--- src/rtl/core/fflsp_pkg.sv ---
package fflsp_pkg;

	// Handles are eight bits wide, so the free list never holds more than this many entries.
	localparam int unsigned FIFO_DEPTH = 256;
	localparam int unsigned SLOT_W     = 8;
	localparam int unsigned COUNT_W    = 9;

	localparam logic [1:0] ACT_ALLOC     = 2'd0;
	localparam logic [1:0] ACT_TRY_ALLOC = 2'd1;
	localparam logic [1:0] ACT_RELEASE   = 2'd2;

	localparam logic [1:0] STAT_GRANTED  = 2'd0;
	localparam logic [1:0] STAT_RELEASED = 2'd1;
	localparam logic [1:0] STAT_NONE     = 2'd2;
	localparam logic [1:0] STAT_BADREL   = 2'd3;

	typedef struct packed {
		logic [1:0]        action;
		logic [SLOT_W-1:0] release_slot;
	} req_t;

	typedef struct packed {
		logic [SLOT_W-1:0] granted_slot;
		logic [1:0]        status;
	} rsp_t;

	// Write port of one of the two memories.
	typedef struct packed {
		logic              en;
		logic [SLOT_W-1:0] addr;
		logic [SLOT_W-1:0] data;
	} fifo_wr_t;

	typedef struct packed {
		logic              en;
		logic [SLOT_W-1:0] addr;
		logic              data;
	} map_wr_t;

	typedef enum logic {
		ST_IDLE,
		ST_EXEC
	} state_t;

endpackage

--- src/rtl/core/fflsp_fifo_mem.sv ---
module fflsp_fifo_mem (
	input  logic                      clk,
	input  logic                      rd_en,
	input  logic [fflsp_pkg::SLOT_W-1:0] rd_addr,
	output logic [fflsp_pkg::SLOT_W-1:0] rd_data,
	input  fflsp_pkg::fifo_wr_t       wr
);
	import fflsp_pkg::*;

	logic [SLOT_W-1:0] mem [FIFO_DEPTH];
	logic [SLOT_W-1:0] rd_data_q;

	always_ff @(posedge clk) begin
		if (wr.en) begin
			mem[wr.addr] <= wr.data;
		end
		if (rd_en) begin
			rd_data_q <= mem[rd_addr];
		end
	end

	assign rd_data = rd_data_q;

endmodule

--- src/rtl/core/fflsp_map_mem.sv ---
module fflsp_map_mem (
	input  logic                      clk,
	input  logic                      arst_n,
	input  logic                      rd_en,
	input  logic [fflsp_pkg::SLOT_W-1:0] rd_addr,
	output logic                      rd_data,
	input  fflsp_pkg::map_wr_t        wr
);
	import fflsp_pkg::*;

	logic mem [FIFO_DEPTH];
	logic [FIFO_DEPTH-1:0] vld_q;
	logic rd_mem_q;
	logic rd_vld_q;

	// Entries never written read as clear, which is the reset state of the bitmap.
	always_ff @(posedge clk or negedge arst_n) begin
		if (!arst_n) begin
			vld_q <= '0;
		end else if (wr.en) begin
			vld_q[wr.addr] <= 1'b1;
		end
	end

	always_ff @(posedge clk) begin
		if (wr.en) begin
			mem[wr.addr] <= wr.data;
		end
		if (rd_en) begin
			rd_mem_q <= mem[rd_addr];
			rd_vld_q <= vld_q[rd_addr];
		end
	end

	assign rd_data = rd_mem_q & rd_vld_q;

endmodule

--- src/rtl/core/fifo_free_list_slot_pool_top.sv ---
// Slot-handle pool with a FIFO free list. Each request transaction is an allocate, a
// try-allocate or a release, and each one produces exactly one response transaction.
// An allocate returns the oldest released handle, or, when none is queued, the next
// never-used slot from a fresh counter; once that counter reaches the pool capacity
// (POOL_SIZE, capped at 256 because handles are eight bits) it reports none available.
// A try-allocate uses only released handles. A release of an allocated handle clears
// its bit in the allocation bitmap and queues it; any other release reports an error.
// The free list and the bitmap live in two dual-port synchronous memories. The accept
// cycle of a request launches both memory reads, and the evaluate state that follows
// evaluates the request and writes both memories back. No new request is accepted until
// the last one has been evaluated, so the memory writes always land before the next read,
// and no forwarding is needed. A finished response waits in an output register, and a
// new request may be accepted meanwhile; it is held in its evaluate cycle until the
// output register is free. No clearing pass is needed after reset.
module fifo_free_list_slot_pool_top #(
	parameter int unsigned POOL_SIZE = 256
) (
	input  logic            clk,
	input  logic            arst_n,
	input  logic            req_valid,
	output logic            req_stall,
	input  fflsp_pkg::req_t req,
	output logic            rsp_valid,
	input  logic            rsp_stall,
	output fflsp_pkg::rsp_t rsp
);
	import fflsp_pkg::*;

	localparam int unsigned CAP_INT = (POOL_SIZE < FIFO_DEPTH) ? POOL_SIZE : FIFO_DEPTH;
	localparam logic [COUNT_W-1:0] CAP = CAP_INT[COUNT_W-1:0];
	localparam logic [COUNT_W-1:0] DEPTH_C = FIFO_DEPTH[COUNT_W-1:0];

	state_t state_q, state_d;

	req_t               req_s1;
	logic [SLOT_W-1:0]  head_q, tail_q;
	logic [COUNT_W-1:0] count_q, fresh_q;
	logic               rsp_valid_q;
	rsp_t               rsp_q;

	logic               accept;
	logic               fire;
	logic [SLOT_W-1:0]  fifo_rd_data;
	logic               map_rd_data;
	fifo_wr_t           fifo_wr;
	map_wr_t            map_wr;
	rsp_t               rsp_d;
	logic               pop, push, fresh_take;

	fflsp_fifo_mem u_fifo_mem (
		.clk     (clk),
		.rd_en   (accept),
		.rd_addr (head_q),
		.rd_data (fifo_rd_data),
		.wr      (fifo_wr)
	);

	fflsp_map_mem u_map_mem (
		.clk     (clk),
		.arst_n  (arst_n),
		.rd_en   (accept),
		.rd_addr (req.release_slot),
		.rd_data (map_rd_data),
		.wr      (map_wr)
	);

	// Control: one request at a time, evaluated in ST_EXEC after its reads.
	always_comb begin
		state_d   = state_q;
		req_stall = 1'b1;
		fire      = 1'b0;
		case (state_q)
			ST_IDLE: begin
				req_stall = 1'b0;
				if (req_valid) begin
					state_d = ST_EXEC;
				end
			end
			ST_EXEC: begin
				// The response register must be empty or emptying.
				if (!(rsp_valid_q && rsp_stall)) begin
					fire    = 1'b1;
					state_d = ST_IDLE;
				end
			end
			default: begin
				state_d = ST_IDLE;
			end
		endcase
	end

	assign accept = req_valid && !req_stall;

	// Evaluate the request against the memory read data.
	always_comb begin
		rsp_d      = '{granted_slot: '0, status: STAT_NONE};
		pop        = 1'b0;
		push       = 1'b0;
		fresh_take = 1'b0;
		fifo_wr    = '{en: 1'b0, addr: tail_q, data: req_s1.release_slot};
		map_wr     = '{en: 1'b0, addr: req_s1.release_slot, data: 1'b0};
		case (req_s1.action)
			ACT_ALLOC, ACT_TRY_ALLOC: begin
				if (count_q != '0) begin
					pop         = 1'b1;
					rsp_d       = '{granted_slot: fifo_rd_data, status: STAT_GRANTED};
					map_wr.en   = fire;
					map_wr.addr = fifo_rd_data;
					map_wr.data = 1'b1;
				end else if (req_s1.action == ACT_ALLOC && fresh_q < CAP) begin
					fresh_take  = 1'b1;
					rsp_d       = '{granted_slot: fresh_q[SLOT_W-1:0], status: STAT_GRANTED};
					map_wr.en   = fire;
					map_wr.addr = fresh_q[SLOT_W-1:0];
					map_wr.data = 1'b1;
				end
			end
			ACT_RELEASE: begin
				if ({1'b0, req_s1.release_slot} < CAP && map_rd_data && count_q < DEPTH_C) begin
					push       = 1'b1;
					rsp_d      = '{granted_slot: '0, status: STAT_RELEASED};
					map_wr.en  = fire;
					fifo_wr.en = fire;
				end else begin
					rsp_d = '{granted_slot: '0, status: STAT_BADREL};
				end
			end
			default: begin
				rsp_d = '{granted_slot: '0, status: STAT_NONE};
			end
		endcase
	end

	always_ff @(posedge clk or negedge arst_n) begin
		if (!arst_n) begin
			state_q <= ST_IDLE;
		end else begin
			state_q <= state_d;
		end
	end

	always_ff @(posedge clk or negedge arst_n) begin
		if (!arst_n) begin
			head_q      <= '0;
			tail_q      <= '0;
			count_q     <= '0;
			fresh_q     <= '0;
			rsp_valid_q <= 1'b0;
		end else begin
			if (fire) begin
				if (pop) begin
					head_q  <= head_q + 1'b1;
					count_q <= count_q - 1'b1;
				end
				if (push) begin
					tail_q  <= tail_q + 1'b1;
					count_q <= count_q + 1'b1;
				end
				if (fresh_take) begin
					fresh_q <= fresh_q + 1'b1;
				end
				rsp_valid_q <= 1'b1;
			end else if (!rsp_stall) begin
				rsp_valid_q <= 1'b0;
			end
		end
	end

	always_ff @(posedge clk) begin
		if (accept) begin
			req_s1 <= req;
		end
		if (fire) begin
			rsp_q <= rsp_d;
		end
	end

	assign rsp_valid = rsp_valid_q;
	assign rsp       = rsp_q;

`ifndef NO_ASSERTIONS
	a_count_bound: assert property (@(posedge clk) disable iff (!arst_n)
		count_q <= CAP)
		else $error("free list holds more handles than the pool capacity");

	a_fresh_bound: assert property (@(posedge clk) disable iff (!arst_n)
		fresh_q <= CAP)
		else $error("fresh counter ran past the pool capacity");

	a_count_vs_fresh: assert property (@(posedge clk) disable iff (!arst_n)
		count_q <= fresh_q)
		else $error("more handles queued than were ever handed out");

	a_fire_to_idle: assert property (@(posedge clk) disable iff (!arst_n)
		fire |=> (state_q == ST_IDLE && rsp_valid_q))
		else $error("evaluated request did not load the response register");

	a_zero_slot: assert property (@(posedge clk) disable iff (!arst_n)
		(rsp_valid_q && rsp_q.status != STAT_GRANTED) |-> (rsp_q.granted_slot == '0))
		else $error("nonzero handle on a response that grants nothing");
`endif

endmodule

--- config.mk ---
export PLATFORM = sky130hd
export DESIGN_NAME = fifo_free_list_slot_pool_top
export DESIGN_NICKNAME = d
export VERILOG_FILES = /design/src/rtl/core/fflsp_pkg.sv /design/src/rtl/core/fflsp_fifo_mem.sv /design/src/rtl/core/fflsp_map_mem.sv /design/src/rtl/core/fifo_free_list_slot_pool_top.sv
export SDC_FILE = /design/constraint.sdc
export NUM_CORES = 2
export LEC_CHECK = 0
export BUFFER_PORTS_ARGS = -buffer_cell sky130_fd_sc_hd__buf_4
export CORE_AREA = 3 3 486 440
export CTS_CLUSTER_SIZE = 16
export DETAILED_ROUTE_END_ITERATION = 16
export DIE_AREA = 0 0 489 443
export PLACE_DENSITY = 0.67
export SETUP_SLACK_MARGIN = 0.5
export SLEW_MARGIN = 10
export SYNTH_ARGS = -nofsm -noshare
export SYNTH_HDL_FRONTEND = slang
export SYNTH_SLANG_ARGS = --single-unit
--- constraint.sdc ---
create_clock -name clk -period 5.4 [get_ports clk]
set_input_delay 1.08 -clock clk [delete_from_list [all_inputs] [get_ports clk]]
set_output_delay 1.08 -clock clk [all_outputs]
set_load 0.01 [all_outputs]
# Word level (Yosys, flattened, before mapping)
# Memories as Yosys holds them, arrays and structs flattened. A register that Yosys moved wholly into a read port is not among the register bits.
# Index checks and enable logic that the tools add are counted.
# word_totals
inputBits	14
reg_bits	313
out_inout_bits	12
wordCells	78
ramBits	2304
n_memories	2
# classes
order_cmp	5
muxes	35
reduce_logical	13
n_bitwise	3
eq_ne	3
addsub	5
# memory_table
memory	words	width	read_ports	rd_clocked_by_memory_dff	wr	line	source
u_fifo_mem.mem	256	8	1	1	1	fflsp_fifo_mem.sv:10	logic [SLOT_W-1:0] mem [FIFO_DEPTH];
u_map_mem.mem	256	1	1	1	1	fflsp_map_mem.sv:11	logic mem [FIFO_DEPTH];
# op_table
cell	n
$or 256x256->256	1
$mux 10	4
$mux 9	3
$mux 1	22
$pmux 10 s2	1
$add 9x1->9 const B	2
$lt 8x9->1 const B	2
$lt 9x9->1 const B	2
$add 8x1->8 const B	2
$reduce_bool 9->1	1
$sub 9x1->9 const B	1
$bmux 1 s8	1
$demux 1 s8	1
$ge 8x1->1 const B	1
$reduce_and 2->1	4
$logic_and 1x1->1	5
$pmux 1 s2	2
$eq 2x1->1 const B	1
$eq 2x2->1 const B	1
$logic_not 2->1	1
$mux 2	1
$ne 2x1->1 const B	1
$reduce_bool 2->1	1
$reduce_or 2->1	1
other kinds (2)	2

# Longest topological paths before layout
# logic_depth
word_depth	11
ltp_mapped	12
mapped_depth_nobuf	9

# Cells and area by module
# From an unflattened synthesis, not the netlist that was laid out.
# hier_totals
cells_unflattened	5505
hier_area_um2	103945.9
# modules_own_cells
mod	area_each_um2	seq_area_each_um2	cells_each	n_inst
fflsp_fifo_mem	79636.4	61739.2	3733	1
fflsp_map_mem	21564.4	14153.6	1550	1
fifo_free_list_slot_pool_top	2745.1	1501.4	222	1

# Least setup slack after synthesis
# Ideal clock, no wire load.
# synth_timing
path_kind	register -> register
from	reg count_q[0]
to	mem u_map_mem.mem[150], enable pin
t_arrival_ns	4.907
setup_ns	0.300
stages_incl_launch_ff	9
period_less_slack_ns	5.206
slack_ns	0.194
path_buffers	2
cell_sequence	dfrtp_1 or3_1 clkbuf_1 o41ai_4 inv_1 o221a_2 nand3_1 clkbuf_1 nor2_1
# synth_between
elab_chain_cells	6
elab_cells_between_ends	9
# synth_lines
item	line	source
start, declared	fifo_free_list_slot_pool_top.sv:37	logic [COUNT_W-1:0] count_q, fresh_q;
start signal, assigned	fifo_free_list_slot_pool_top.sv:153	count_q <= count_q - 1'b1;
start signal, assigned	fifo_free_list_slot_pool_top.sv:157	count_q <= count_q + 1'b1;
$lt 9x9->1	fifo_free_list_slot_pool_top.sv:119	if ({1'b0, req_s1.release_slot} < CAP && map_rd_data && count_q < DEPTH_C) begin
$logic_and 1x1->1	fifo_free_list_slot_pool_top.sv:119	
$mux 1	fifo_free_list_slot_pool_top.sv:119	
$pmux 1 s2	fifo_free_list_slot_pool_top.sv:102	case (req_s1.action)
$mux 1	fflsp_map_mem.sv:26	if (wr.en) begin
$mux 1 (not written as such)	fflsp_map_mem.sv:27	mem[wr.addr] <= wr.data;
end, declared	fflsp_map_mem.sv:11	
# Several ways; a longest one is shown, not always the timed one.

# Final worst setup path
# layout_timing
from	reg req_s1[9] (netlist name)
to	mem u_fifo_mem.mem[194][0], enable pin
# layout_between
elab_chain_cells	4
# layout_lines
item	line	source
start, declared	fifo_free_list_slot_pool_top.sv:35	req_t req_s1;
start signal, assigned	fifo_free_list_slot_pool_top.sv:171	req_s1 <= req;
$eq 2x2->1	fifo_free_list_slot_pool_top.sv:102	
$mux 1	fifo_free_list_slot_pool_top.sv:102	
$mux 1	fflsp_fifo_mem.sv:14	if (wr.en) begin
$mux 1 (not written as such)	fflsp_fifo_mem.sv:15	mem[wr.addr] <= wr.data;
end, declared	fflsp_fifo_mem.sv:10	
# Every way passes these cells.

==> key figures <==
Worst hold path
  • Worst min path class: primary input to async pin

Status
  • Status: complete, no violations

CTS
  • Clk sink count: 2626
  • Worst-path clk slew: 60 ps
  • Resize count post-CTS: 0
  • H-tree Lvls: 5
  • Hold-fix buffers, CTS: 0
  • CTS tree: done
  • Clk_lat worst skew: 920 ps
  • Maximum root-to-sink buffer count: 4
  • Root buffer cell: clkbuf_16
  • Post-CTS Setup Inserts: 0
  • CTS Buf Count: 275

Worst setup path
  • Crit-path most repeated cell: buf_4
  • Worst path max stage delay: 830 ps
  • CP Capture Type: flop
  • CP max-delay cell: edfxtp_1
  • Crit Path Class: flop to flop
  • Crit-path cells: nor2b_1 -> nand4b_1 -> buf_4 -> nor4_1 -> nand2_1 -> buf_4 -> nor2_1
  • R2R depth: 7
  • Worst path arrival time: 4950 ps
  • CP Launch Type: flop
  • CP max FO: 22
  • Worst EP required: 5880 ps

Floorplan
  • Chip height: 443 um
  • Die W: 489 um
  • Initial Utilization: 49.94%
  • Ports: 26
  • Core Rows: 159
  • Die area: 0.2166 mm2
  • Core box area: 0.2087 mm2

Synthesis
  • Simple-gate portion of the synthesized area: 3.708%
  • Synthesized area: 0.1042 mm2
  • Post-synth top area cell: edfxtp_1
  • Net Count, Synth: 5615
  • Most common cell in the netlist: edfxtp_1
  • Mapped Avg Cell Area: 18.66 um2
  • Fraction of synthesized cell area in xor and xnor cells: 0.2185%
  • EDFF count, synth: 2334
  • Sequential share of the synthesized area: 74.27%
  • Ys Warns: 0
  • Main flop type after synthesis: edfxtp_1
  • Compound-gate portion of the synthesized area: 5.286%
  • Flops & latches, synth: 2626
  • Synth cell count leaders: edfxtp_1, nor2_1, mux4_2
  • Top cells by area, synth: edfxtp_1, mux4_2, dfrtp_1
  • Synth async-reset ratio: 11.12%
  • Largest family of logic cells by synthesized area: multiplexers
  • Mux contribution to synthesized area: 14.66%
  • Post-synthesis cell count: 5585
  • Yosys top cell area share: 67.25%
  • Yosys cell types: 74
  • Fraction of the mapped netlist area in adder cells: 0.1993%

Power
  • Logic pwr share: 26.3%
  • Max IR drop VDD: 459.5 uV
  • Clock group share of total power: 31.6%
  • Static Leak: 37.96 nW
  • Power density over the cells: 492.2 mW/mm2
  • P_sw: 17.60 mW
  • Pint: 39.89 mW
  • Switching Fraction: 30.61%
  • Sequential power share: 42.1%

STA
  • Clock Skew: 74.47 ps
  • Max Fclk: 223.7 MHz
  • Tmin final: 4471 ps
  • Period utilisation layout: 82.80%
  • RSZ-0062 raised after global routing: no
  • Actual slew at the worst max-slew pin: 1279 ps
  • Pins over their slew limit: 0
  • Final setup fails: 0
  • Setup TNS: 0 ps
  • Slew HR: 14.76%
  • Final Hold Vio Count: 0

Routing
  • Final WL: 276000 um
  • DR DRC count: 0
  • Antenna viol nets, final: 0
  • WL/cell: 31.92 um
  • Detail-routed via count per cell: 6.472
  • Vias: 55970
  • DR pass1 iterations: 9
  • Initial drt markers: 8177

Cells and area
  • # fillers: 15500
  • Area delta synth->final: 12.09%
  • Post-Layout Cell Count: 8648
  • Nets: 5750
  • Layout cells sized above 1: 20.85%
  • Final instance area: 0.1168 mm2
  • Finished Core Util: 55.97%

Place
  • Dpl cells: 8180
  • GPL Wtd Cong: 0.8624
  • Detailed placement HPWL: 165100 um
  • Port bufs: 25
  • Placed inst area: 0.1083 mm2

Global route
  • First-pass GRT wire length: 399900 um
  • GRT Util Overall: 25.45%
  • Gr ovfl total: 0
  • Number of global-route vias before repair: 54870
  • Initial antenna violation count: 7
  • Largest net degree at the start of global routing: 258

Run
  • Max Cap Viol: 0
worst max-delay path, delay by kind of cell (launching register included):
kind	cells	cell delay (ps)
buf+inv	2	700
flops	1	830
simple gates	5	2480
area by class of cell:
type,instances,area (um2),area share (%)
clock buffers,351,7416,6.349
multi-input cells,2557,25240,21.61
flip-flops and latches,2626,77410,66.27
well taps,2737,3425,2.932
inverters,22,88.84,0.07605
diodes,2,5.005,0.004285
repair buffers,238,2155,1.845
clock inverters,115,1064,0.9105
cells in the final DEF, fill, tap and decap left out, types with 16 or more instances in the layout:
cell type	synthesis	layout
nor3_1	19	19
clkbuf_16	0	282
clkinv_1	3	49
inv_1	18	16
dfrtp_1	292	286
a221oi_1	43	43
o22ai_1	40	40
o21ai_0	58	58
bufinv_16	0	20
clkinv_2	0	44
o21bai_1	258	258
nand2_1	130	129
mux4_2	538	538
a31oi_1	17	17
mux2_2	31	31
nor2_1	578	566
buf_4	18	206
clkbuf_1	197	59
mux2i_1	281	281
buf_12	0	28
o221ai_1	25	25
nand3_2	0	16
a22oi_1	82	82
xnor2_1	21	21
nor2b_1	22	17
a211oi_1	18	18
edfxtp_1	2334	2334
a22o_1	20	20
nand3_1	71	55
a21oi_1	91	91
final timing paths:
kind,start,end,slack (ps)
max in group asynchronous,arst_n,fresh_q[0],4040
worst max register to register,req_s1[9],u_fifo_mem.mem[194][0],930
worst min register to register,u_map_mem.vld_q[220],u_map_mem.vld_q[220],470
worst min-delay path,arst_n,u_map_mem.vld_q[20],220
worst max-delay path,req_s1[9],u_fifo_mem.mem[194][0],930
min in group clk,req[8],req_s1[8],360
power groups by stage:
| stage | clock [mW] | sequential, mW | combinational (mW) |
|---|---|---|---|
| 2_1_floorplan | 0 | 24.6 | 8.98 |
| 3_3_place_gp | 0 | 24.6 | 14.9 |
| 3_5_place_dp | 0 | 24.6 | 15.0 |
| 4_1_cts | 18.4 | 24.2 | 15.0 |
| 5_1_grt | 19.2 | 24.3 | 15.7 |
| 6_report | 18.2 | 24.2 | 15.1 |
through the flow:
stage | setup slack [ps] | hold WS [ps] | power, mW
2_1_floorplan | 396.9 | 437.7 | 33.59
3_3_place_gp | 675.2 | 452.5 | 39.44
3_5_place_dp | 778.1 | 456.4 | 39.60
4_1_cts | 1084 | 227.3 | 57.64
5_1_grt | 771.6 | 246.1 | 59.18
6_report | 928.8 | 218.8 | 57.49
flip-flops by register name, indices dropped and copies added, names as in the netlist:
signal	cells
count_q	9
fifo_wr	8
fresh_q	9
head_q	8
req_s1	2
rsp	10
rsp_valid	1
state_q	1
tail_q	8
u_fifo_mem.mem	2048
u_fifo_mem.rd_data	8
u_map_mem.mem	256
u_map_mem.rd_mem_q	1
u_map_mem.rd_vld_q	1
u_map_mem.vld_q	256
per-layer routing:
metal / up-vias / global-route usage, % / share of wire, %
met4: 8 / 9.728 / 4.3
met3: 577 / 5.157 / 9.6
met1: 29530 / 37.22 / 40
met2: 3113 / 38.01 / 46
li1: 22740 / - / -
met5: - / 0 / 0.017
cell families (layout without fill, tap and decap cells):
family / Yosys count / after routing
adders and majority gates: 16 / 16
xor gates and xnor gates: 26 / 26
muxes: 850 / 850
AOI/OAI and AO/OA: 757 / 757
and+or+nand+nor: 908 / 908
buffers and inverters: 402 / 726
DFF: 2626 / 2626
other: 0 / 2
(Power assumes the default switching activity.)
